`src/rtl/core/swbi_ram.sv`:
```
// generic simple dual-port ram: one write port, one registered read port
// no dependencies
`default_nettype none

module swbi_ram #(
  parameter int unsigned WIDTH = 32,
  parameter int unsigned DEPTH = 64
) (
  input  wire logic                     clk,
  input  wire logic                     we,
  input  wire logic [$clog2(DEPTH)-1:0] waddr,
  input  wire logic [WIDTH-1:0]         wdata,
  input  wire logic                     re,
  input  wire logic [$clog2(DEPTH)-1:0] raddr,
  output      logic [WIDTH-1:0]         rdata
);

  logic [WIDTH-1:0] mem [DEPTH];

  // write port
  always_ff @(posedge clk) begin
    if (we) begin
      mem[waddr] <= wdata;
    end
  end

  // registered read, held while re is low
  always_ff @(posedge clk) begin
    if (re) begin
      rdata <= mem[raddr];
    end
  end

endmodule

`default_nettype wire

```
`config.mk`:
```
export PLATFORM = sky130hd
export DESIGN_NAME = swbi_ram
export DESIGN_NICKNAME = d
export VERILOG_FILES = /design/src/rtl/core/swbi_ram.sv
export SDC_FILE = /design/constraint.sdc
export NUM_CORES = 2
export LEC_CHECK = 0
export BUFFER_PORTS_ARGS = -buffer_cell sky130_fd_sc_hd__buf_4
export CORE_MARGIN = 5
export CORE_UTILIZATION = 50
export DETAILED_ROUTE_END_ITERATION = 10
export GPL_ROUTABILITY_DRIVEN = 0
export PLACE_DENSITY = 0.73
export SLEW_MARGIN = 25
export SYNTH_ARGS = -nofsm -noshare
export SYNTH_HDL_FRONTEND = slang
export SYNTH_SLANG_ARGS = --single-unit
```
`constraint.sdc`:
```
create_clock -name clk -period 4 [get_ports clk]
set_clock_uncertainty 0.15 [all_clocks]
set_input_delay 0.8 -clock clk [delete_from_list [all_inputs] [get_ports clk]]
set_output_delay 0.8 -clock clk [all_outputs]
set_load 0.02 [all_outputs]
```
==> metrics <==
status finished clean; Synth warnings 0; IO Pins roughly 80; final wirelength 196000 um; via count ~38000; Tot GR Track Use 24.0%; #FFs+latches synth ~2100; Skew-Pair Late Insertion Delay between 800 and 900 ps; First-pass DRT Iterations 6; Syn Nets 3371; Finished Cell Area 89800 sq um; post-synthesis sequential area ratio approximately four fifths; synthesized instance count between 3000 and 4000; most frequent cells in the layout edfxtp_1 (2080), mux4_2 (544), buf_4 (220); top cell type's share of synthesized area 79.2%; Cell variety after synth 33; Layout fillers 10800; GRT met1 Usage around 33%; largest buffer count on any clock path 3; Layout area overhead 13.9%; area of the multi-input gates 16000 sq um; 1st-iter DRT viols roughly 5200; achievable clock frequency approximately 320 MHz; Startpoint Class input port; total power around 44 mW; Die X 407 um; synth top area cells edfxtp_1 (79%), mux4_2 (16%), mux2i_1 (1.2%), o22ai_1 (0.67%), nor2_1 (0.65%); Pwr per Cell Area roughly 490 nW/um^2; leakage 27.9 nW; first-pass GRT wire length 279000 um; grt met2 use between 30 and 40%; worst r2r path cells 4; delay-heaviest family, CP buffers and inverters; WP data arrival 3460 ps; port bufs 78; Setup WS post-layout approximately 920 ps; Worst-Margin Slew 1000 ps; H-Tree Depth 4; Fin. Hold Viols 0; CP Cell Sequence buf_8 > buf_4 > mux4_2 > mux4_2 > o22ai_1 > nor2_1; hold-critical path depth 1; GRT Residual Overflow 0; dpl cell area 83600 sq um; initial antenna violation count 21; Crit path depth 6; vias in the first global route between 30000 and 40000; Min-Delay Path Class in -> reg; critical path endpoint category register; grt met3 use under 10%; clock slew at reported path FFs approximately 60 ps; layout cells sized above 1 30.7%; Critical Path Most Common Cell mux4_2; Largest stage delay, worst path approximately 670 ps; die height between 400 and 500 um; nets between 3000 and 4000; initial core utilization 50.4%; TritonCTS clock tree done; final worst path period need just over 3000 ps; Placement Setup Slack ~80 ps; cts hold-fix bufs 0; Buf/Inv on CP 2; cts repair resizes 0; antenna viol nets, final 0; row count 145; largest net degree at the start of global routing 65; RSZ-0062 raised after global routing false; slew margin rel. approximately a third; Slew Limit Fails 0; period utilization 77.0%; most common cell after layout, fill and taps aside edfxtp_1; Root Buffer clkbuf_16; syn avg cell area 23.7 sq um; Vias/cell 6.45; mapped cell area around 79000 sq um; Reg area between 60000 and 70000 sq um; VDD IR max just over 0.4 mV; DRC Markers 0; cts bufs inserted approximately 200; WL/cell roughly 34 um; postcts setup bufs 0; clock sink count 2080; final setup vio count 0; Max FO, Critical Path 37; WS Path Type in -> reg; slowest cell on the critical path o22ai_1; GR peak layer met2; post-DP HPWL between 100000 and 150000 um; Synth area leader edfxtp_1; CP required around 4400 ps; final setup TNS 0 ps; die area about 170000 sq um; Core Area 157000 sq um; Max Cap Viol 0
==> report_power, final <==
| part | switching [mW] | leakage, nW | total [mW] | internal, mW |
|---|---|---|---|---|
| Sequential | 0.0826 | 18.7 | 24.3 | 24.2 |
| Combinational | 1.34 | 6.22 | 2.21 | 0.875 |
| Clock | 7.85 | 3.00 | 17.7 | 9.81 |
| Total | 9.28 | 27.9 | 44.1 | 34.9 |
==> sequential cells by signal, indices dropped and copies added (netlist names) <==
name / cells
rdata: 32
mem: 2048
==> Yosys cell counts (all sizes together) <==
library cell	n
a21oi	62
mux4	544
or3	3
or2	3
a311oi	8
nand3b	5
clkbuf	74
mux2i	93
a41o	4
nand4	2
nor3	7
o221ai	27
and3	4
nand2b	8
nor2	137
a31oi	1
nand2	26
o32ai	4
or3b	5
o22ai	84
nand4b	1
nand3	5
edfxtp	2080
a22oi	12
buf	108
and2	2
nor2b	15
==> per-stage QoR <==
stage,cells,utilization [%],hold slack (ps)
4_1_cts,5831,57.3,323
5_1_grt,5831,57.3,359
3_3_place_gp,5470,53.4,628
3_5_place_dp,5470,53.4,667
6_report,5841,57.3,370
2_1_floorplan,3324,-,600
==> worst register-to-register path: stages (launching register included) <==
cell and delay, ps:
edfxtp_1 370, mux4_2 480, mux4_2 510, o22ai_1 670
nor2_1 100
==> path summary, 6_finish.rpt <==
kind	end	start	slack, ps
min reg2reg	rdata[4]$_DFFE_PP_	mem[13][4]$_DFFE_PP_	690
max	rdata[7]$_DFFE_PP_	raddr[1]	920
min	mem[11][24]$_DFFE_PP_	wdata[24]	370
max reg2reg	rdata[7]$_DFFE_PP_	mem[44][7]$_DFFE_PP_	1440
==> cell type report <==
class | count | share of cell area, %
antenna | 10 | 0.0279
clock buffer | 233 | 5.62
clock inverter | 128 | 1.18
multi-input combinational | 1062 | 17.8
sequential | 2080 | 69.6
tap | 2058 | 2.87
timing repair buffer | 270 | 2.93
==> cell families after synthesis <==
family	synth area share (%)
simple gates	1.26
buf+inv	1.12
flops	79.2
mux	16.7
compound gates	1.67
==> metal layers <==
| metal | up-vias | routed length [um] |
|---|---|---|
| li1 | 14900 | - |
| met1 | 20000 | 72100 |
| met2 | 2439 | 93400 |
| met3 | 376 | 23900 |
| met4 | 14 | 6810 |
| met5 | - | 84 |
Note: power is estimated with default switching activity, not from simulation.
