===== src/rtl/core/swbi_pkg.sv =====
// shared types and constants for the stack with bottom increment
// no dependencies; used by swbi_exec, the top level and the checker by scoped names
`default_nettype none

package swbi_pkg;

  // command codes carried on in_tuser
  localparam logic [1:0] CMD_PUSH = 2'd0;
  localparam logic [1:0] CMD_POP  = 2'd1;
  localparam logic [1:0] CMD_INC  = 2'd2;

  // status codes carried on out_tuser
  localparam logic [1:0] ST_DONE  = 2'd0;
  localparam logic [1:0] ST_FULL  = 2'd1;
  localparam logic [1:0] ST_EMPTY = 2'd2;

  localparam int unsigned WORD_W  = 32;
  localparam int unsigned COUNT_W = 16;
  localparam int unsigned CAP_W   = 7;

  localparam logic [WORD_W-1:0] EMPTY_WORD  = '1;
  localparam logic [CAP_W-1:0]  CAP_RESET   = 7'd64;

  // sequencer states
  typedef enum logic [1:0] {
    S_IDLE = 2'b01,
    S_EXEC = 2'b10
  } state_t;

  // latched command and the decisions taken when it was accepted
  typedef struct packed {
    logic [1:0]        cmd;
    logic [WORD_W-1:0] opv;
    logic              full;      // fill at usable capacity
    logic              empty;     // no entries in use
    logic              last;      // exactly one entry in use
    logic              inc_none;  // clamped count is zero
    logic              inc_top;   // clamped count reaches the top entry
  } op_t;

  // outcome of one command, applied at the end of the execute cycle
  typedef struct packed {
    logic [WORD_W-1:0] popped;
    logic [1:0]        status;
    logic              val_we;
    logic              inc_we;
    logic [WORD_W-1:0] inc_wdata;
    logic [WORD_W-1:0] top_inc_nxt;
    logic              fill_up;
    logic              fill_down;
  } res_t;

endpackage

`default_nettype wire


===== src/rtl/core/swbi_exec.sv =====
// execute logic: turns a latched command and the memory read data into
// write enables, the new top increment and the result; uses swbi_pkg
`default_nettype none

module swbi_exec (
  input  wire  swbi_pkg::op_t                     op,
  input  wire  logic [swbi_pkg::WORD_W-1:0]       top_inc,
  input  wire  logic [swbi_pkg::WORD_W-1:0]       rd_val,
  input  wire  logic [swbi_pkg::WORD_W-1:0]       rd_inc,
  output       swbi_pkg::res_t                    res
);

  // decode the command
  always_comb begin
    res             = '0;
    res.status      = swbi_pkg::ST_DONE;
    res.top_inc_nxt = top_inc;
    unique case (op.cmd)
      swbi_pkg::CMD_PUSH: begin
        if (op.full) begin
          res.status = swbi_pkg::ST_FULL;
        end else begin
          // old top's pending increment moves into the memory
          res.val_we      = 1'b1;
          res.inc_we      = !op.empty;
          res.inc_wdata   = top_inc;
          res.top_inc_nxt = '0;
          res.fill_up     = 1'b1;
        end
      end
      swbi_pkg::CMD_POP: begin
        if (op.empty) begin
          res.popped = swbi_pkg::EMPTY_WORD;
          res.status = swbi_pkg::ST_EMPTY;
        end else begin
          // pending increment of the top passes down to the new top
          res.popped      = rd_val + top_inc;
          res.top_inc_nxt = op.last ? '0 : rd_inc + top_inc;
          res.fill_down   = 1'b1;
        end
      end
      swbi_pkg::CMD_INC: begin
        if (!op.inc_none) begin
          if (op.inc_top) begin
            res.top_inc_nxt = top_inc + op.opv;
          end else begin
            res.inc_we    = 1'b1;
            res.inc_wdata = rd_inc + op.opv;
          end
        end
      end
      default: begin
      end
    endcase
  end

endmodule

`default_nettype wire


===== config.mk =====
export PLATFORM = sky130hd
export DESIGN_NAME = swbi_exec
export DESIGN_NICKNAME = d
export VERILOG_FILES = /design/src/rtl/core/swbi_pkg.sv /design/src/rtl/core/swbi_exec.sv
export SDC_FILE = /design/constraint.sdc
export NUM_CORES = 1
export LEC_CHECK = 0
export BUFFER_PORTS_ARGS = -buffer_cell sky130_fd_sc_hd__buf_2
export CORE_MARGIN = 4
export CORE_UTILIZATION = 30
export DETAILED_ROUTE_END_ITERATION = 8
export GPL_TIMING_DRIVEN = 0
export MAX_ROUTING_LAYER = met4
export PLACE_DENSITY = 0.62
export SYNTH_ARGS = -nofsm -noshare
export SYNTH_HDL_FRONTEND = slang
export SYNTH_SLANG_ARGS = --single-unit

===== constraint.sdc =====
create_clock -name vclk -period 3.2
set_clock_uncertainty 0.05 [all_clocks]
set_input_delay 0.32 -clock vclk [all_inputs]
set_output_delay 0.32 -clock vclk [all_outputs]
set_load 0.01 [all_outputs]

==> impl_results.md <==
* First-pass GRT wire length at 47900 um
* Layout fillers at 2465
* Vias per inst at 5.64
* Synth Area in Compound Gates at 0.422
* Reg area at 0 um2
* Tcrit/Tclk final at 1.10
* Initial Util at 0.304
* Maxcap violations at 0
* Critical Path RT at about 2.8 ns
* Grt ovf at 0
* CP arrival at 3.14 ns
* Max-slew headroom at 0.311
* Crit Path Class: in2out
* Synth cell types at 75
* PnR worst setup slack at -0.314 ns
* Failing checks: negative setup slack
* # setup viols final at 13
* Row cnt at 57
* Seq cells at 0
* Final GP Congestion at 0.953
* Cells after Synth at ~1100
* Min cycle time layout at 3.51 ns
* Largest family of logic cells by synthesized area: compound AO/OA/AOI/OAI gates
* Die X at about 170 um
* Vias in the first global route at 8903
* Detailed Route WL at between 30000 and 40000 um
* Share of layout cells above drive strength 1 at 0.344
* Pin count of the biggest net entering global routing at 12
* CP startpoint kind: input pin
* RSZ-0062 raised after global routing: yes
* GRT Total Usage at 0.227
* Top-area cell type share of the netlist area at 0.210
* I/O Buffers at 236
* Mux cell area share after synthesis at 0.00491
* Status: finished, violations left
* Xor/xnor cell area share of the yosys netlist at 0.126
* Syn avg cell area at 7.02 um2
* Post-Syn Area at between 7000 and 8000 um2
* Leakage Power at approximately 4.8 nW
* Most frequent cells in the layout: buf_2 (216), a21oi_1 (111), nor2_1 (78), ha_1 (77), nand2_1 (71)
* Simple-gate share of the synthesized area at 0.188
* Post-Synth Adder-Cell Area at 0.221
* Antenna violations before repair at 3
* CP Max Fanout at 4
* Most common cell after layout, fill and taps aside: buf_2
* Fin. Hold Viols at 0
* Syn Nets at 1317
* DRT Pass-1 Iters at 5
* Yosys warnings at 0
* # hold bufs at CTS at 0
* PD cells at 210 nW/um2
* Drc violations at 0
* Setup WS pre-CTS at -0.585 ns
* Slew Viols, Final at 0
* Detailed Place HPWL at 26600 um
* Die area at 27200 um2
* Core region area at between 20000 and 25000 um2
* Critical path launch point: top_inc[0]
* Synth top area cells: ha_1 (21%), a21oi_1 (8.5%), xnor2_1 (7.9%), o21ai_0 (5.8%), a21o_1 (5.3%)
* Clock Buffer Count at 0
* Fmax at ~280 MHz
* Largest area contributor in the netlist: ha_1
* Worst hold path type: in2out
* CP endpoint kind: primary output
* Hold WS at approximately 0.96 ns
* Nets at 1602
* Area Overhead vs Synth at 44.5%
* I/O pins at 237
* Fin Setup TNS at -1.55 ns
* Via count at 9382
* VDD IR-drop max at around 0.096 mV
* Die Height at between 150 and 200 um
* Starting DRT DRC Count at 876
* Post-synthesis sequential area ratio at 0
* WL/cell at 19.8 um
* Post-DRT Antenna Nets at 0
* Slew @ Worst Pin at 1.03 ns
* Setup crit end: res[32]
per-layer routing:
layer	up-vias	track usage	share of wire
met5	-	-	0
met1	4371	0.296	0.44
met3	75	0.0147	0.050
met2	316	0.369	0.47
li1	4620	-	-
met4	0	0.0828	0.039
synthesized netlist by cell type (10+ instances only):
cell type	instances
a21oi_1	126
ha_1	124
o21ai_0	85
nor2_1	79
nand2_1	75
xnor2_1	67
a21o_1	52
inv_1	40
xor2_1	39
a22o_1	31
clkbuf_1	27
nand3_1	24
nor3_1	24
a22oi_1	19
o21a_1	18
o21bai_1	17
a211oi_1	15
nand2b_1	15
a31oi_1	11
o211ai_1	11
and3_1	10
nand4_1	10
worst min-delay path by stage:
stage                      from  endpoint  slack (ns)  cells past startpoint
floorplan            top_inc[1]    res[3]        0.72                      2
global placement     top_inc[0]    res[2]        0.97                      4
detailed placement   top_inc[0]    res[2]        0.98                      4
CTS                 top_inc[31]   res[65]        1.00                      3
global route        top_inc[16]   res[50]         1.0                      3
finish              top_inc[18]   res[52]        0.96                      3
worst max-delay path: stages:
cell       delay (ns)
buf_8            0.11
ha_4             0.16
fa_2             0.36
a211o_1          0.32
a2111oi_4        0.38
nor3_2           0.12
o2111ai_2        0.21
nand3_2          0.12
and3_4           0.17
or3_1            0.31
a32o_2           0.28
a21o_1           0.15
buf_2            0.13
report_power, final:
part / switching, mW / internal, mW / leakage, nW / total [mW]
Clock: 0 / 0.000000125 / 0.0000190 / 0.000000126
Combinational: 1.23 / 1.01 / 4.75 / 2.24
Sequential: 0 / 0 / 0 / 0
Total: 1.23 / 1.01 / 4.75 / 2.24
stage by stage:
stage	utilization	instance area, um2	power, mW	cells
after global routing	0.439	10700	2.43	1664
after detailed placement	0.370	8990	1.80	1614
after global placement	0.369	8980	1.80	1614
final	0.439	10700	2.24	1664
after floorplan	-	7400	1.27	1054
after CTS	0.405	9840	2.01	1638
what timing repair did:
item                       in CTS  in global routing
hold endpoints to repair        0                  0
gates resized for setup       137                133
setup buffers                  31                 24
setup endpoints to repair      39                 40
pin swaps                      60                 71
final cells by class:
class	count	area, um2	area share
Buffer	27	118	0.0110
Inverter	40	150	0.0141
Multi-Input combinational cell	980	8280	0.775
Tap cell	324	405	0.0380
Timing Repair Buffer	290	1730	0.162
Antenna cell	3	7.51	0.000703
cells by family after synthesis:
family,after synthesis
AO/OA/AOI/OAI,458
buffers and inverters,74
adder cells (fa/ha/maj),128
multiplexers,3
XOR/XNOR,106
AND/OR/NAND/NOR,285
(Power assumes the default switching activity.)
